File: config.mk
export PLATFORM = sky130hd
export DESIGN_NAME = rgb_to_yuv420_converter_core
export DESIGN_NICKNAME = d
export VERILOG_FILES = /design/src/rtl/r2y_pkg.sv /design/src/rtl/r2y_cfg.sv /design/src/rtl/r2y_scan.sv /design/src/rtl/r2y_csc.sv /design/src/rtl/r2y_addr.sv /design/src/rtl/rgb_to_yuv420_converter_core.sv
export SDC_FILE = /design/constraint.sdc
export NUM_CORES = 2
export LEC_CHECK = 0
export BUFFER_PORTS_ARGS = -buffer_cell sky130_fd_sc_hd__buf_4
export CAP_MARGIN = 20
export CELL_PAD_IN_SITES_DETAIL_PLACEMENT = 1
export CELL_PAD_IN_SITES_GLOBAL_PLACEMENT = 1
export CORE_UTILIZATION = 35
export CTS_CLUSTER_DIAMETER = 150
export DETAILED_ROUTE_END_ITERATION = 10
export PLACE_DENSITY = 0.66
export SLEW_MARGIN = 20
export SYNTH_ARGS = -nofsm -noshare
export SYNTH_HDL_FRONTEND = slang
export SYNTH_SLANG_ARGS = --single-unit
export TNS_END_PERCENT = 30
File: constraint.sdc
create_clock -name clk -period 7.83 [get_ports clk]
set_input_delay 2.349 -clock clk [delete_from_list [all_inputs] [get_ports clk]]
set_output_delay 2.349 -clock clk [all_outputs]
set_load 0.1 [all_outputs]
File: src/rtl/r2y_pkg.sv
`timescale 1ns / 1ps

package r2y_pkg;

  // Raster counter width; frame dimensions saturate at 2**MAX_DIM_BITS.
  localparam int MAX_DIM_BITS = 12;

  localparam int PIXEL_W    = 32;
  localparam int RGB_W      = 24;
  localparam int BYTE_W     = 8;
  localparam int CFG_DIM_W  = 13;
  localparam int STRIDE_W   = 15;
  localparam int OFF_W      = 26;
  localparam int CFG_IDX_W  = 3;
  localparam int CFG_DATA_W = 15;

  // Width for comparing counters against clamped dimensions.
  localparam int CMP_W = (MAX_DIM_BITS + 1 > CFG_DIM_W) ? MAX_DIM_BITS + 1 : CFG_DIM_W;

  // Width for offset products before wrapping to OFF_W bits.
  localparam int PROD_W = MAX_DIM_BITS + STRIDE_W;
  localparam int SUM_W  = ((PROD_W > OFF_W) ? PROD_W : OFF_W) + 1;

  // Result packing: luma, luma offset, cb, cr, cb offset, cr offset.
  localparam int RES_BITS = 4 * BYTE_W + 3 * OFF_W - BYTE_W;
  localparam int OUT_DATA_W = ((RES_BITS + 7) / 8) * 8;

  typedef enum logic [CFG_IDX_W-1:0] {
    REG_FRAME_WIDTH   = 3'd0,
    REG_FRAME_HEIGHT  = 3'd1,
    REG_CHROMA_LAYOUT = 3'd2,
    REG_LUMA_STRIDE   = 3'd3,
    REG_CB_STRIDE     = 3'd4,
    REG_CR_STRIDE     = 3'd5
  } reg_idx_t;

  typedef enum logic {
    LAYOUT_PLANAR = 1'b0,
    LAYOUT_NV12   = 1'b1
  } layout_t;

  typedef struct packed {
    logic [CFG_DIM_W-1:0] frame_width;
    logic [CFG_DIM_W-1:0] frame_height;
    layout_t              chroma_layout;
    logic [STRIDE_W-1:0]  luma_stride;
    logic [STRIDE_W-1:0]  cb_stride;
    logic [STRIDE_W-1:0]  cr_stride;
  } cfg_t;

  // One pixel sitting in the input register.
  typedef struct packed {
    logic                    valid;
    logic [RGB_W-1:0]        rgb;
    logic [MAX_DIM_BITS-1:0] row;
    logic [MAX_DIM_BITS-1:0] col;
    logic                    chroma_valid;
    logic                    frame_end;
  } scan_t;

endpackage

File: src/rtl/r2y_cfg.sv
`timescale 1ns / 1ps

module r2y_cfg (
  input  logic                             clk,
  input  logic                             rst,
  input  logic                             wr_en,
  input  logic [r2y_pkg::CFG_IDX_W-1:0]    wr_index,
  input  logic [r2y_pkg::CFG_DATA_W-1:0]   wr_data,
  output r2y_pkg::cfg_t                    cfg
);

  always_ff @(posedge clk) begin
    if (rst) begin
      cfg.frame_width   <= r2y_pkg::CFG_DIM_W'(640);
      cfg.frame_height  <= r2y_pkg::CFG_DIM_W'(480);
      cfg.chroma_layout <= r2y_pkg::LAYOUT_PLANAR;
      cfg.luma_stride   <= r2y_pkg::STRIDE_W'(640);
      cfg.cb_stride     <= r2y_pkg::STRIDE_W'(320);
      cfg.cr_stride     <= r2y_pkg::STRIDE_W'(320);
    end else if (wr_en) begin
      unique case (wr_index)
        r2y_pkg::REG_FRAME_WIDTH:   cfg.frame_width   <= wr_data[r2y_pkg::CFG_DIM_W-1:0];
        r2y_pkg::REG_FRAME_HEIGHT:  cfg.frame_height  <= wr_data[r2y_pkg::CFG_DIM_W-1:0];
        r2y_pkg::REG_CHROMA_LAYOUT: cfg.chroma_layout <= r2y_pkg::layout_t'(wr_data[0]);
        r2y_pkg::REG_LUMA_STRIDE:   cfg.luma_stride   <= wr_data[r2y_pkg::STRIDE_W-1:0];
        r2y_pkg::REG_CB_STRIDE:     cfg.cb_stride     <= wr_data[r2y_pkg::STRIDE_W-1:0];
        r2y_pkg::REG_CR_STRIDE:     cfg.cr_stride     <= wr_data[r2y_pkg::STRIDE_W-1:0];
        default: ;  // drop writes beyond the register list
      endcase
    end
  end

endmodule

File: src/rtl/r2y_scan.sv
`timescale 1ns / 1ps

module r2y_scan (
  input  logic                             clk,
  input  logic                             rst,
  input  r2y_pkg::cfg_t                    cfg,
  input  logic                             in_valid,
  input  logic [r2y_pkg::PIXEL_W-1:0]      in_pixel,
  output logic                             in_ready,
  input  logic                             take,
  output r2y_pkg::scan_t                   stage
);

  localparam int CW = r2y_pkg::CMP_W;
  localparam logic [CW-1:0] DIM_TOP = CW'(1) << r2y_pkg::MAX_DIM_BITS;

  logic [r2y_pkg::MAX_DIM_BITS-1:0] col;
  logic [r2y_pkg::MAX_DIM_BITS-1:0] row;
  logic [CW-1:0] width_ext;
  logic [CW-1:0] height_ext;
  logic [CW-1:0] last_col_idx;
  logic [CW-1:0] last_row_idx;
  logic          last_col;
  logic          last_row;
  logic          accept;

  assign width_ext  = CW'(cfg.frame_width);
  assign height_ext = CW'(cfg.frame_height);

  // Zero acts as one, oversize saturates at the counter range.
  always_comb begin
    priority if (width_ext == '0) last_col_idx = '0;
    else if (width_ext > DIM_TOP) last_col_idx = DIM_TOP - CW'(1);
    else last_col_idx = width_ext - CW'(1);

    priority if (height_ext == '0) last_row_idx = '0;
    else if (height_ext > DIM_TOP) last_row_idx = DIM_TOP - CW'(1);
    else last_row_idx = height_ext - CW'(1);
  end

  assign last_col = CW'(col) >= last_col_idx;
  assign last_row = CW'(row) >= last_row_idx;

  assign in_ready = !stage.valid || take;
  assign accept   = in_valid && in_ready;

  always_ff @(posedge clk) begin
    if (rst) begin
      col         <= '0;
      row         <= '0;
      stage.valid <= 1'b0;
    end else begin
      if (accept) begin
        stage.valid <= 1'b1;
        if (last_col) begin
          col <= '0;
          row <= last_row ? '0 : row + 1'b1;
        end else begin
          col <= col + 1'b1;
        end
      end else if (take) begin
        stage.valid <= 1'b0;
      end
    end
    if (accept) begin
      stage.rgb          <= in_pixel[r2y_pkg::RGB_W-1:0];
      stage.row          <= row;
      stage.col          <= col;
      stage.chroma_valid <= !col[0] && !row[0];
      stage.frame_end    <= last_col && last_row;
    end
  end

  // A frame-ending pixel sends both counters back to the origin.
  a_wrap_at_frame_end: assert property (@(posedge clk) disable iff (rst)
    accept && last_col && last_row |=> col == '0 && row == '0)
    else $error("raster counters did not wrap at frame end");

  // An empty input register always takes a request.
  a_ready_when_empty: assert property (@(posedge clk) disable iff (rst)
    !stage.valid |-> in_ready)
    else $error("input blocked while the input register is empty");

  // Hold the waiting pixel until the result register takes it.
  a_hold_when_blocked: assert property (@(posedge clk) disable iff (rst)
    stage.valid && !take |=> stage.valid && $stable(stage.rgb) && $stable(stage.col)
      && $stable(stage.row))
    else $error("waiting pixel changed before it was taken");

endmodule

File: src/rtl/r2y_csc.sv
`timescale 1ns / 1ps

module r2y_csc (
  input  logic [r2y_pkg::RGB_W-1:0]  rgb,
  output logic [r2y_pkg::BYTE_W-1:0] luma,
  output logic [r2y_pkg::BYTE_W-1:0] cb,
  output logic [r2y_pkg::BYTE_W-1:0] cr
);

  localparam logic [8:0] LUMA_FLOOR = 9'd16;
  localparam logic [8:0] BYTE_MAX   = 9'd255;

  logic [7:0]         r, g, b;
  logic signed [17:0] rs, gs, bs;
  logic [15:0]        y_sum;
  logic [8:0]         y_pre;
  logic signed [17:0] cb_sum;
  logic signed [17:0] cr_sum;

  // floor(sum / 256) + 128, clamped to a byte, via a biased shift.
  function automatic logic [7:0] chroma_byte(input logic signed [17:0] sum);
    logic signed [17:0] biased;
    biased = sum + 18'sd32768;
    if (biased < 0) return 8'd0;
    else if (biased[16]) return 8'hFF;
    else return biased[15:8];
  endfunction

  assign b = rgb[7:0];
  assign g = rgb[15:8];
  assign r = rgb[23:16];

  assign rs = $signed({10'd0, r});
  assign gs = $signed({10'd0, g});
  assign bs = $signed({10'd0, b});

  assign y_sum = 16'(r) * 16'd66 + 16'(g) * 16'd129 + 16'(b) * 16'd25 + 16'd128;
  assign y_pre = {1'b0, y_sum[15:8]} + LUMA_FLOOR;
  assign luma  = (y_pre > BYTE_MAX) ? 8'hFF : y_pre[7:0];

  assign cb_sum = 18'sd128 - 18'sd38 * rs - 18'sd74 * gs + 18'sd112 * bs;
  assign cr_sum = 18'sd128 + 18'sd112 * rs - 18'sd94 * gs - 18'sd18 * bs;

  assign cb = chroma_byte(cb_sum);
  assign cr = chroma_byte(cr_sum);

endmodule

File: src/rtl/r2y_addr.sv
`timescale 1ns / 1ps

module r2y_addr (
  input  r2y_pkg::cfg_t                        cfg,
  input  logic [r2y_pkg::MAX_DIM_BITS-1:0]     row,
  input  logic [r2y_pkg::MAX_DIM_BITS-1:0]     col,
  input  logic                                 chroma_valid,
  output logic [r2y_pkg::OFF_W-1:0]            luma_offset,
  output logic [r2y_pkg::OFF_W-1:0]            cb_offset,
  output logic [r2y_pkg::OFF_W-1:0]            cr_offset
);

  localparam int SW = r2y_pkg::SUM_W;
  localparam int OW = r2y_pkg::OFF_W;

  logic [r2y_pkg::MAX_DIM_BITS-1:0] half_row;
  logic [r2y_pkg::MAX_DIM_BITS-1:0] half_col;
  logic [r2y_pkg::MAX_DIM_BITS-1:0] cb_col;
  logic [SW-1:0] luma_full;
  logic [SW-1:0] cb_full;
  logic [SW-1:0] cr_full;
  logic [OW-1:0] cb_wrap;
  logic [OW-1:0] cr_wrap;

  assign half_row = row >> 1;
  assign half_col = col >> 1;
  // NV12 rows hold Cb/Cr pairs, so the column indexes bytes directly.
  assign cb_col   = (cfg.chroma_layout == r2y_pkg::LAYOUT_NV12) ? col : half_col;

  assign luma_full = SW'(row) * SW'(cfg.luma_stride) + SW'(col);
  assign cb_full   = SW'(half_row) * SW'(cfg.cb_stride) + SW'(cb_col);
  assign cr_full   = SW'(half_row) * SW'(cfg.cr_stride) + SW'(half_col);

  assign cb_wrap = cb_full[OW-1:0];
  assign cr_wrap = (cfg.chroma_layout == r2y_pkg::LAYOUT_NV12) ? cb_wrap + OW'(1)
                                                               : cr_full[OW-1:0];

  assign luma_offset = luma_full[OW-1:0];
  assign cb_offset   = chroma_valid ? cb_wrap : '0;
  assign cr_offset   = chroma_valid ? cr_wrap : '0;

endmodule

File: src/rtl/rgb_to_yuv420_converter_core.sv
`timescale 1ns / 1ps
// Channel   Direction  Handshake               Payload
// s_axis    in         tvalid / tready         tdata: BGRA pixel word
// m_axis    out        tvalid / tready         tdata, tuser chroma_valid, tlast frame_end
// cfg       in         cfg_valid / cfg_ready   cfg_index, cfg_data
//
// One pixel per clock while m_axis is ready; input register, then result register.
// Color math and offset multiplies sit in one combinational pass between the two.
// Synchronous active-high rst clears the raster counters and valid flags and loads
// the register defaults.
// A stalled m_axis holds the result; the input register still takes one more pixel.
// cfg_ready is always high; write registers only while the block is idle.

module rgb_to_yuv420_converter_core (
  input  logic                                clk,
  input  logic                                rst,
  input  logic                                s_axis_tvalid,
  output logic                                s_axis_tready,
  input  logic [r2y_pkg::PIXEL_W-1:0]         s_axis_tdata,   // pixel_word
  output logic                                m_axis_tvalid,
  input  logic                                m_axis_tready,
  // luma, luma_offset, cb_value, cr_value, cb_offset, cr_offset, zero pad
  output logic [r2y_pkg::OUT_DATA_W-1:0]      m_axis_tdata,
  output logic                                m_axis_tuser,   // chroma_valid
  output logic                                m_axis_tlast,
  input  logic                                cfg_valid,
  output logic                                cfg_ready,
  input  logic [r2y_pkg::CFG_IDX_W-1:0]       cfg_index,
  input  logic [r2y_pkg::CFG_DATA_W-1:0]      cfg_data
);

  localparam int BW = r2y_pkg::BYTE_W;
  localparam int OW = r2y_pkg::OFF_W;

  r2y_pkg::cfg_t  cfg;
  r2y_pkg::scan_t stage;
  logic           take;
  logic [BW-1:0]  luma, cb, cr;
  logic [OW-1:0]  luma_offset, cb_offset, cr_offset;

  assign cfg_ready = 1'b1;
  assign take      = stage.valid && (!m_axis_tvalid || m_axis_tready);

  r2y_cfg u_cfg (
    .clk      (clk),
    .rst      (rst),
    .wr_en    (cfg_valid && cfg_ready),
    .wr_index (cfg_index),
    .wr_data  (cfg_data),
    .cfg      (cfg)
  );

  r2y_scan u_scan (
    .clk      (clk),
    .rst      (rst),
    .cfg      (cfg),
    .in_valid (s_axis_tvalid),
    .in_pixel (s_axis_tdata),
    .in_ready (s_axis_tready),
    .take     (take),
    .stage    (stage)
  );

  r2y_csc u_csc (
    .rgb  (stage.rgb),
    .luma (luma),
    .cb   (cb),
    .cr   (cr)
  );

  r2y_addr u_addr (
    .cfg          (cfg),
    .row          (stage.row),
    .col          (stage.col),
    .chroma_valid (stage.chroma_valid),
    .luma_offset  (luma_offset),
    .cb_offset    (cb_offset),
    .cr_offset    (cr_offset)
  );

  always_ff @(posedge clk) begin
    if (rst) begin
      m_axis_tvalid <= 1'b0;
    end else if (take) begin
      m_axis_tvalid <= 1'b1;
    end else if (m_axis_tready) begin
      m_axis_tvalid <= 1'b0;
    end
  end

  always_ff @(posedge clk) begin
    if (take) begin
      m_axis_tdata <= r2y_pkg::OUT_DATA_W'({
        cr_offset,
        cb_offset,
        stage.chroma_valid ? cr : 8'd0,
        stage.chroma_valid ? cb : 8'd0,
        luma_offset,
        luma
      });
      m_axis_tuser <= stage.chroma_valid;
      m_axis_tlast <= stage.frame_end;
    end
  end

  // Luma carries the studio-range floor, so it never falls below 16.
  a_luma_floor: assert property (@(posedge clk) disable iff (rst)
    m_axis_tvalid |-> m_axis_tdata[BW-1:0] >= 8'd16)
    else $error("luma below studio floor");

  // Without chroma the chroma bytes and offsets read as zero.
  a_no_chroma_zero: assert property (@(posedge clk) disable iff (rst)
    m_axis_tvalid && !m_axis_tuser |-> m_axis_tdata[r2y_pkg::RES_BITS-1:BW+OW] == '0)
    else $error("chroma fields set without chroma_valid");

  // NV12 places Cr right after Cb.
  a_nv12_pair: assert property (@(posedge clk) disable iff (rst)
    m_axis_tvalid && m_axis_tuser && cfg.chroma_layout == r2y_pkg::LAYOUT_NV12 |->
    m_axis_tdata[3*BW+3*OW-1:3*BW+2*OW] == m_axis_tdata[3*BW+2*OW-1:3*BW+OW] + OW'(1))
    else $error("NV12 cr_offset is not cb_offset plus one");

endmodule
==> results.toml <==
[status]
status = "finished, final reports clean"

[clock_network]
hold_buffers = 0
postCtsSetupRepairBufs = 0
insertion_delay_ns = 0.59
cts_buffer_depth = 3
clk_transition_reported_paths_ns = 0.07
cts-htree-levels = 2
clock-root-buffer = "clkbuf_16"
cts_made_buffers = 35
post_cts_resized = 0
clock-sinks = 252
cts_tree = "done"

[setup_path]
cp_top_family = "adder cells"
worstPathRequired_ns = 8.27
reg2reg_depth = 23
crit_path_top_delay_cell = "edfxtp_1"
cp_num_buf_inv = 3
worstReg2RegEnd = "m_axis_tdata[42]$_SDFFCE_PP0P_"
start_kind = "flip-flop"
slowest_delay_ns = 0.70
rr_startpoint = "u_scan.stage[38]$_DFFE_PP_"
reg2reg_slack_ns = 0.81
crit_path_max_fanout = 8
path_class = "flip-flop to flip-flop"
path_cells = "fa_1, ha_1, inv_1, fa_1, inv_1, fa_1, a21o_1, a21oi_1, o21bai_1, a21oi_1, xnor2_1, fa_1, inv_1, ha_1, ha_1, or3_1, a211o_1, a311o_1, a21o_1, a21oi_1, o21bai_1, xnor2_1, o21a_1"
crit_arrival_ns = 7.46
cp_common_cell = "fa_1"
endpoint_kind = "flip-flop"

[synthesis]
synth_cell_types = 83
synth.avg_cell_area_sq_um = 9.15
syn-cell-area_sq_mm = 0.0354
yosys_warnings = 0
async_reset_ff_share_pct = 0
synth_cells = 3864
synth-edff-count = 154
ys_seq_elements = 252
synth_commonest_cells = "inv_1 (714), nand2_1 (561), fa_1 (482)"
synth_most_common_cell = "inv_1"
synth_area_leader_cell = "fa_1"
synthFlopType = "edfxtp_1"
ys_seq_area_share_pct = 18.6
netlist_top_cells_area = "fa_1 (27%), ha_1 (17%), edfxtp_1 (13%)"
synth_top_area_share_pct = 27.3

[global_route]
grt_pass1_vias = 28500
grt_pass1_wl_um = 156000
grt_usage_pct = 19.4
antenna_found_initial = 0
grt_overflow = 0
grt_max_degree = 80

[timing]
drv_slew = 0
setup_violations = 0
finalHoldWorstSlack_ns = 0.417
hold_violations = 0
min_period_ns = 7.02
rsz0062_at_grt = "no"
tightest_slew_ns = 1.07
max-slew-margin-rel_pct = 28.4
period_share_pct = 89.7
worst_slack_ns = 0.809
fmax_mhz = 142
fin_skew_ns = 0.0329
setup_tns_ns = 0

[route]
routed_wl_um = 96600
drtPass1Iterations = 5
dr.first_iter.drc_count = 1278
vias = 26300
post_drt_wl_per_cell_um = 18.3
via_per_inst = 4.99
drtAntennaViolNets = 0
drc_errors = 0

[power_and_ir_drop]
power_per_cell_area_mw_per_mm2 = 220
ir_drop_mv = 0.352
p_leak_nw = 18.8

[die]
ios = 164
start_util_pct = 35.3
die_y_um = 320
rows = 116
die_area_sq_mm = 0.102
die_x_um = 320
core_area_sq_mm = 0.100

[min_path]
holdPathEnd = "m_axis_tlast$_DFFE_PP_"
hold_path_depth = 0
min_from = "u_scan.stage[0]$_DFFE_PP_"
hold_class = "flip-flop to flip-flop"

[placement]
place_ws_ns = 0.840
dpl.hpwl_um = 77600
io_buffers = 152
gp_congestion = 0.836

[job]
maxCapViolCount = 0

[final_layout]
syn_to_final_growth_pct = 10.4
drive_gt1_share_pct = 7.19
nNetsFinal = 4959
diodes = 0
==> cell usage in the layout (no fill, tap or decap), types with 4 or more instances in the layout <==
master,Yosys,layout
nor4_1,11,11
and2_1,202,201
nor2_1,149,149
nand4_1,16,16
mux2i_1,14,14
o31ai_1,7,7
ha_1,468,468
nand2_1,561,561
inv_1,714,714
clkbuf_16,0,35
a21o_1,46,46
or2_2,6,6
and3_1,20,20
nand3b_1,15,15
xnor2_1,104,104
clkinv_2,0,6
o211ai_1,5,5
o21ai_0,68,68
nor2b_1,19,18
nor3_1,36,36
a21oi_1,191,191
buf_4,4,201
o21a_1,40,40
o41ai_1,4,4
nand2b_1,24,24
fa_1,482,482
edfxtp_1,154,154
a31oi_1,8,8
xor2_1,70,70
or3_1,16,16
clkbuf_1,141,4
and4_1,4,4
dfxtp_1,98,97
a211oi_1,22,22
nand3_1,35,35
or4_1,5,5
o21bai_1,27,27
==> cell families (layout without fill, tap and decap cells) <==
family,Yosys count,in the layout,synth area share (%)
AO/OA/AOI/OAI,465,465,8.27
XOR/XNOR,176,176,4.40
adder cells (fa/ha/maj),952,952,43.9
buffers and inverters,865,979,9.23
flip-flops,252,252,18.6
multiplexers,16,16,0.460
other,2,3,0.0212
AND/OR/NAND/NOR,1136,1136,15.1
==> worst max path at each step <==
stage / start / end / slack [ns] / depth (start not counted)
5_1_grt: u_scan.stage[38]$_DFFE_PP_ / m_axis_tdata[45]$_SDFFCE_PP0P_ / 0.41 / 23
4_1_cts: u_scan.stage[38]$_DFFE_PP_ / m_axis_tdata[46]$_SDFFCE_PP0P_ / 0.78 / 23
6_report: u_scan.stage[38]$_DFFE_PP_ / m_axis_tdata[42]$_SDFFCE_PP0P_ / 0.81 / 23
3_3_place_gp: u_scan.stage[38]$_DFFE_PP_ / m_axis_tdata[45]$_SDFFCE_PP0P_ / 0.89 / 23
2_1_floorplan: m_axis_tready / m_axis_tdata[0]$_SDFFCE_PN1P_ / 0.22 / 2
3_5_place_dp: u_scan.stage[21]$_DFFE_PP_ / m_axis_tdata[94]$_SDFFCE_PN0P_ / 0.84 / 21
==> power by group <==
part	internal (mW)	switching, mW
clock network	0.910	0.672
logic	2.01	3.20
registers	1.67	0.102
==> per-layer routing <==
layer	track usage [%]	share of wire [%]	routed length (um)	up-vias
met1	24.1	43	41800	13400
li1	-	-	-	12400
met2	35.3	51	49400	386
met5	0	0	0	-
met3	1.98	3.1	2990	111
met4	5.40	2.5	2440	0
==> metrics by stage <==
step | power [mW] | instances | util [%] | cell area, sq um
after floorplan | 5.83 | 3865 | - | 35400
after global placement | 7.02 | 5215 | 37.9 | 37900
after detailed placement | 7.11 | 5215 | 37.9 | 37900
after CTS | 8.77 | 5277 | 39.0 | 39100
after global routing | 9.39 | 5277 | 39.0 | 39100
final | 8.58 | 5277 | 39.0 | 39100
==> sequential cells by signal (all words and copies together), names as in the netlist <==
register	cells
m_axis_tlast	1
u_cfg.cfg	72
u_scan.col	12
m_axis_tuser	1
m_axis_tvalid	1
u_scan.stage	51
u_scan.row	12
m_axis_tdata	102
==> final cells by class <==
type / count / area [sq um]
Timing Repair Buffer: 202 / 1530
Tap cell: 1298 / 1620
Sequential cell: 252 / 6590
Clock buffer: 40 / 905
Clock inverter: 22 / 204
Inverter: 715 / 2680
Fill cell: 11600 / 61100
Multi-Input combinational cell: 2748 / 25500
==> worst register-to-register path, delay by kind of cell, from the launching register on <==
family                   cells  cell delay [ns]
flip-flops                   1             0.70
buffers and inverters        3             0.16
AND/OR/NAND/NOR              1             0.34
AO/OA/AOI/OAI               10             2.19
adder cells (fa/ha/maj)      7             2.86
XOR/XNOR                     2             0.61
(Power assumes the default switching activity.)
